<file path="src/rtl/core/bf3_pkg.sv">
package bf3_pkg;

    localparam int PIX_W         = 16;
    localparam int SUM_W         = 20;
    localparam int FW_W          = 11;
    localparam int FH_W          = 13;
    localparam int ROW_W         = 12;
    localparam int CFG_IDX_W     = 2;
    localparam int CFG_DATA_W    = 13;
    localparam int MAX_WIDTH_DEF = 1024;
    localparam int MAX_HEIGHT    = 4096;
    localparam int TAPS          = 3;
    localparam int WIDTH_RST     = 640;
    localparam int HEIGHT_RST    = 480;
    localparam int DIV9_MUL      = 29127;
    localparam int DIV9_SHIFT    = 18;

    localparam logic [CFG_IDX_W-1:0] REG_FRAME_WIDTH  = 2'd0;
    localparam logic [CFG_IDX_W-1:0] REG_FRAME_HEIGHT = 2'd1;

    typedef struct packed {
        logic signed [SUM_W-1:0] sum;
        logic                    last;
    } t_sum_word;

endpackage

</file>
<file path="src/rtl/core/bf3_mean.sv">
module bf3_mean (
    input  logic                             i_clk,
    input  logic                             i_rst_n,
    input  logic                             i_valid,
    output logic                             o_ready,
    input  bf3_pkg::t_sum_word               i_word,
    output logic                             o_valid,
    input  logic                             i_ready,
    output logic signed [bf3_pkg::PIX_W-1:0] o_pixel,
    output logic                             o_last
);
    import bf3_pkg::*;

    localparam int PROD_W = SUM_W + 17;
    localparam int Q_W    = PROD_W - DIV9_SHIFT;
    localparam logic signed [16:0] MUL_K = 17'(DIV9_MUL);
    localparam logic signed [PROD_W-1:0] ROUND_BIAS = PROD_W'(1) << (DIV9_SHIFT - 1);
    localparam logic signed [Q_W-1:0] Q_MAX = Q_W'(32767);
    localparam logic signed [Q_W-1:0] Q_MIN = -Q_W'(32768);

    logic                     r_a_valid, r_b_valid, r_o_valid;
    logic signed [SUM_W-1:0]  r_a_sum;
    logic                     r_a_last, r_b_last, r_o_last;
    logic signed [PROD_W-1:0] r_b_prod;
    logic signed [PIX_W-1:0]  r_o_pixel;
    logic                     o_rdy, b_rdy, a_rdy;
    logic signed [PROD_W-1:0] rounded;
    logic signed [Q_W-1:0]    quot;
    logic signed [PIX_W-1:0]  n_o_pixel;

    assign o_rdy   = !r_o_valid || i_ready;
    assign b_rdy   = !r_b_valid || o_rdy;
    assign a_rdy   = !r_a_valid || b_rdy;
    assign o_ready = a_rdy;

    assign rounded = r_b_prod + ROUND_BIAS;
    assign quot    = rounded[PROD_W-1:DIV9_SHIFT];

    always_comb begin
        if (quot > Q_MAX) begin
            n_o_pixel = PIX_W'(Q_MAX);
        end else if (quot < Q_MIN) begin
            n_o_pixel = PIX_W'(Q_MIN);
        end else begin
            n_o_pixel = quot[PIX_W-1:0];
        end
    end

    always_ff @(posedge i_clk) begin
        if (!i_rst_n) begin
            r_a_valid <= 1'b0;
            r_b_valid <= 1'b0;
            r_o_valid <= 1'b0;
        end else begin
            if (a_rdy) begin
                r_a_valid <= i_valid;
            end
            if (b_rdy) begin
                r_b_valid <= r_a_valid;
            end
            if (o_rdy) begin
                r_o_valid <= r_b_valid;
            end
        end
    end

    always_ff @(posedge i_clk) begin
        if (a_rdy && i_valid) begin
            r_a_sum  <= i_word.sum;
            r_a_last <= i_word.last;
        end
        if (b_rdy && r_a_valid) begin
            r_b_prod <= PROD_W'(r_a_sum) * PROD_W'(MUL_K);
            r_b_last <= r_a_last;
        end
        if (o_rdy && r_b_valid) begin
            r_o_pixel <= n_o_pixel;
            r_o_last  <= r_b_last;
        end
    end

    assign o_valid = r_o_valid;
    assign o_pixel = r_o_pixel;
    assign o_last  = r_o_last;

endmodule
</file>
<file path="config.mk">
export PLATFORM = sky130hd
export DESIGN_NAME = bf3_mean
export DESIGN_NICKNAME = d
export VERILOG_FILES = /design/src/rtl/core/bf3_pkg.sv /design/src/rtl/core/bf3_mean.sv
export SDC_FILE = /design/constraint.sdc
export NUM_CORES = 1
export LEC_CHECK = 0
export BUFFER_PORTS_ARGS = -buffer_cell sky130_fd_sc_hd__buf_2
export CORE_MARGIN = 3
export CORE_UTILIZATION = 51
export CTS_CLUSTER_DIAMETER = 40
export DETAILED_ROUTE_END_ITERATION = 6
export GPL_TIMING_DRIVEN = 0
export HOLD_SLACK_MARGIN = 0.08
export PLACE_DENSITY = 0.68
export SKIP_LAST_GASP = 1
export SLEW_MARGIN = 20
export SYNTH_ARGS = -nofsm -noshare
export SYNTH_HDL_FRONTEND = slang
export SYNTH_SLANG_ARGS = --single-unit
export TNS_END_PERCENT = 20
</file>
<file path="constraint.sdc">
create_clock -name i_clk -period 6.8 [get_ports i_clk]
set_input_delay 1.02 -clock i_clk [delete_from_list [all_inputs] [get_ports i_clk]]
set_output_delay 1.02 -clock i_clk [all_outputs]
set_load 0.005 [all_outputs]
</file>
== Yosys cells after proc, flatten, opt, wreduce, memory -nomap -nowiden ==
Cells that the tools add are included.

* Word-level logic and storage cells: 23
* Flip-flop bits (word level): 79
* Input bits: 25

* Reduce and logical (&&, ||, !) cells: 9
* $mul: 1
* Add/sub/neg operators: 1
* Multiplexer cells: 1
* $lt $le $gt $ge: 2

{| class="wikitable"
|+ Operators by type and width
! cell !! number
|-
| $add 37x19->37 const B || 1
|-
| $mul 20x16->36 const B || 1
|-
| $gt 19x16->1 const B || 1
|-
| $lt 19x16->1 const B || 1
|-
| $mux 16 || 1
|-
| $logic_and 1x1->1 || 3
|-
| $logic_not 1->1 || 3
|-
| $logic_or 1x1->1 || 3
|}

== Longest topological paths before layout ==
* Depth after elaboration: 5
* Mapped depth: 21
* Mapped depth without buffers: 20

== Worst setup path before layout ==
Ideal clock, no wire load.

* Path type: register to register
* Start point: reg r_a_sum[4]
* End point: reg r_b_prod[30] (data pin)
* Stages on the path, launching flop included: 19
* Data arrival time: 5.168 ns
* Buffers on the path: 0
* Clock period less this slack: 5.431 ns
* Setup slack: 1.369 ns
* Required time: 6.537 ns
* Path through: edfxtp_1 > ha_1 > fa_1 > inv_1 > fa_1 > fa_1 > inv_1 > fa_1 > inv_1 > fa_1 > inv_1 > ha_1 > a21oi_2 > a21o_1 > or4b_1 > o21ai_2 > o211ai_1 > a21oi_1 > xnor2_1

* Word-level cells in the longest chain between the ends: 1

{| class="wikitable"
|+ RTL lines
! item !! RTL line !! RTL
|-
| start: declaration || bf3_mean.sv:22 || <nowiki>logic signed [SUM_W-1:0] r_a_sum;</nowiki>
|-
| start signal: assignment || bf3_mean.sv:69 || <nowiki>r_a_sum <= i_word.sum;</nowiki>
|-
| $mul 20x16->36 || bf3_mean.sv:73 || <nowiki>r_b_prod <= PROD_W'(r_a_sum) * PROD_W'(MUL_K);</nowiki>
|-
| end signal: assignment || bf3_mean.sv:73 ||
|-
| end: declaration || bf3_mean.sv:24 || <nowiki>logic signed [PROD_W-1:0] r_b_prod;</nowiki>
|}

No other way between the ends.
A chain may end at the register's enable or synchronous reset.

== Worst setup path in the final report ==
* Start point: reg r_a_sum[19]
* End point: reg r_b_prod[31] (data pin)

The elaborated chain is that of the path after synthesis.

==> impl_metrics.yaml <==
outcome:
  status: "finished, final reports clean"
clock_network:
  hold_buffers: 0
  root_buffer: "clkbuf_16"
  htreeDepth: 3
  clk_pin_slew_worst_paths_ns: 0.06
  cts_resized: 0
  clk_path_buf_depth: 2
  post-cts-setup-buffers: 0
  insertion_delay_ns: 0.35
  clock_sinks: 61
  cts_buffers: 9
  cts_tree: "done"
sta:
  max_freq_mhz: 161
  max_slew_margin: 0.412
  finClkSkew_ns: 0.0130
  period_needed_ns: 6.20
  min_period_over_period: 0.911
  rsz0062_at_grt: "no"
  setup_violations: 0
  finalSetupTns_ns: 0
  worstMarginPinSlew_ns: 0.881
  slew_viol_final: 0
  hold_viol: 0
global_routing:
  antenna_found_initial: 0
  grt_max_degree: 23
  grt-ovfl-total: 0
  grtUsageMet2: 0.325
  met3_usage: 0.0445
  track_usage: 0.200
  top_usage_layer: "met2"
  grt_first_pass_wirelength_mm: 30.4
  grt_pass1_vias: 6171
  grt_util_met1: 0.274
critical_path:
  end_kind: "flip-flop"
  cpPeakStageDelay_ns: 0.93
  slowest_stage: "edfxtp_1"
  rr_worst_depth: 17
  cp_cell_sequence: "ha_1 > inv_1 > ha_1 > fa_1 > inv_1 > fa_1 > fa_1 > fa_1 > inv_1 > ha_1 > a21o_1 > a31oi_1 > nand2_1 > o311ai_1 > o21bai_1 > o31ai_1 > xnor2_1"
  crit_fanout: 22
  path_class: "flip-flop to flip-flop"
  crit_cells: 17
  crit_family: "adder cells"
  startpoint_type: "flip-flop"
  cp_common_cell: "fa_1"
  required_ns: 6.90
  critPathBufInv: 3
  worst_ep_arrival_time_ns: 6.30
logic_synthesis:
  synth_top_cell_by_area: "fa_1"
  synth_top_area_share: 0.279
  syn_avg_cell_area_sq_um: 10.4
  synthTopCellsByArea: "fa_1, edfxtp_1, ha_1, inv_1, xnor2_1"
  synth_async_sr_flop_share: 0
  synth_seq_cells: 61
  synthCells: 863
  synth_warnings: 0
  ys.flop_type: "edfxtp_1"
  ys_seq_area_frac: 0.201
  syn_area_sq_um: 8950
  ys_types: 59
  synth-edff-count: 58
  syn_nets: 1150
finish:
  nNetsFinal: 1206
  antennaDiodeCount: 0
  synthToLayoutAreaGrowth_pct: 9.21
  drive_above_1_share: 0.0985
placement:
  place_congestion: 0.901
  port_buffers: 43
  dp_hpwl_mm: 15.2
routing:
  drtAntennaViolNets: 0
  num_vias: 5839
  drt_iter0_markers: 296
  viasPerCell: 5.10
  drt_wl_total_mm: 17.9
  first_pass_iters: 4
  wire_per_inst_microns: 15.7
  drc: 0
worst_hold_path:
  min_path_cells: 0
  hold_class: "flip-flop to flip-flop"
floorplanning:
  core_area_sq_um: 16900
  die_w_microns: 139
  initial_core_util: 0.531
  fp.dieH_microns: 139
  design.die.area_sq_um: 19200
  rows: 47
  io_pins: 44
run:
  drv_cap: 0
## state kept, by name, summed over array words and instances, names as in the netlist
name / flops
o_last: 1
o_pixel: 16
o_valid: 1
r_a_last: 1
r_a_sum: 20
r_a_valid: 1
r_b_last: 1
r_b_prod: 19
r_b_valid: 1
## area by class of cell
class | instances | area (sq um)
multi-input combinational | 561 | 6250
inverter | 229 | 860
clock buffer | 9 | 225
tap | 220 | 275
buffer | 12 | 60.1
clock inverter | 7 | 48.8
timing repair buffer | 45 | 254
sequential | 61 | 1800
fill | 1472 | 7100
## path summary, 6_finish.rpt
check | start | slack, ns | end
worst max-delay path | r_a_sum[19] | 0.60 | r_b_prod[31]
worst min-delay path | r_b_last | 0.42 | o_last
worst max register to register | r_a_sum[19] | 0.60 | r_b_prod[31]
worst min register to register | r_b_last | 0.42 | o_last
## Yosys cell counts (4+ instances only)
library cell	count
inv_1	229
ha_1	137
fa_1	125
edfxtp_1	58
xnor2_1	34
a21oi_1	33
nand2_1	29
nor2_1	25
xor2_1	23
o21ai_2	13
a21o_1	11
o21a_1	11
o21ai_1	11
nand3_1	10
o21ai_0	9
clkbuf_1	8
nand4_1	7
nor3_1	6
o21bai_1	6
o211ai_1	5
o31ai_1	5
a31oi_1	4
and2_1	4
and3_1	4
nand3_2	4
## through the flow
| step | cell area [sq um] | hold slack (ns) | setup slack [ns] | util | instances |
|---|---|---|---|---|---|
| after floorplan | 8950 | 0.400 | 1.37 | - | 863 |
| after global placement | 9440 | 0.401 | 0.670 | 0.560 | 1126 |
| after detailed placement | 9500 | 0.406 | 0.603 | 0.563 | 1128 |
| after CTS | 9780 | 0.419 | 0.566 | 0.579 | 1144 |
| after global routing | 9780 | 0.435 | 0.269 | 0.579 | 1144 |
| final | 9780 | 0.416 | 0.602 | 0.579 | 1144 |
## routing by layer
layer	share of wire	vias to the layer above	wire length, microns
li1	-	2900	-
met1	0.46	2807	8300
met2	0.46	111	8270
met3	0.060	21	1080
met4	0.015	0	272
met5	0	-	0
## cells in the final DEF (no fill, tap or decap), drive strengths merged, types with 3 or more instances in the layout
| master | Yosys | routed |
|---|---|---|
| inv | 229 | 231 |
| ha | 137 | 137 |
| fa | 125 | 125 |
| edfxtp | 58 | 58 |
| buf | 4 | 49 |
| a21oi | 35 | 35 |
| xnor2 | 34 | 34 |
| o21ai | 33 | 33 |
| nand2 | 29 | 29 |
| nor2 | 25 | 25 |
| xor2 | 23 | 23 |
| clkbuf | 8 | 17 |
| nand3 | 14 | 14 |
| a21o | 11 | 11 |
| o21a | 11 | 11 |
| nand4 | 8 | 8 |
| o21bai | 6 | 6 |
| nor3 | 6 | 6 |
| o211ai | 5 | 5 |
| o31ai | 5 | 5 |
| a31oi | 5 | 5 |
| and2 | 4 | 4 |
| and3 | 4 | 4 |
| clkinv | 0 | 4 |
| a21boi | 4 | 4 |
| a221oi | 3 | 3 |
| a211oi | 3 | 3 |
| a211o | 3 | 3 |
| dfxtp | 3 | 3 |
| nor2b | 3 | 3 |
## logic make-up (layout without fill, tap and decap cells)
family | Yosys count | in the layout | share of synthesized area
adder cells (fa/ha/maj) | 262 | 262 | 0.471
buffers and inverters | 241 | 302 | 0.103
AO/OA/AOI/OAI | 136 | 136 | 0.106
AND/OR/NAND/NOR | 105 | 105 | 0.0623
flip-flops | 61 | 61 | 0.201
XOR/XNOR | 57 | 57 | 0.0558
multiplexers | 1 | 1 | 0.00112
Power is left out: the tool's default activity adds up to more than one toggle a clock period on the data nets, which glitch-free logic cannot reach.
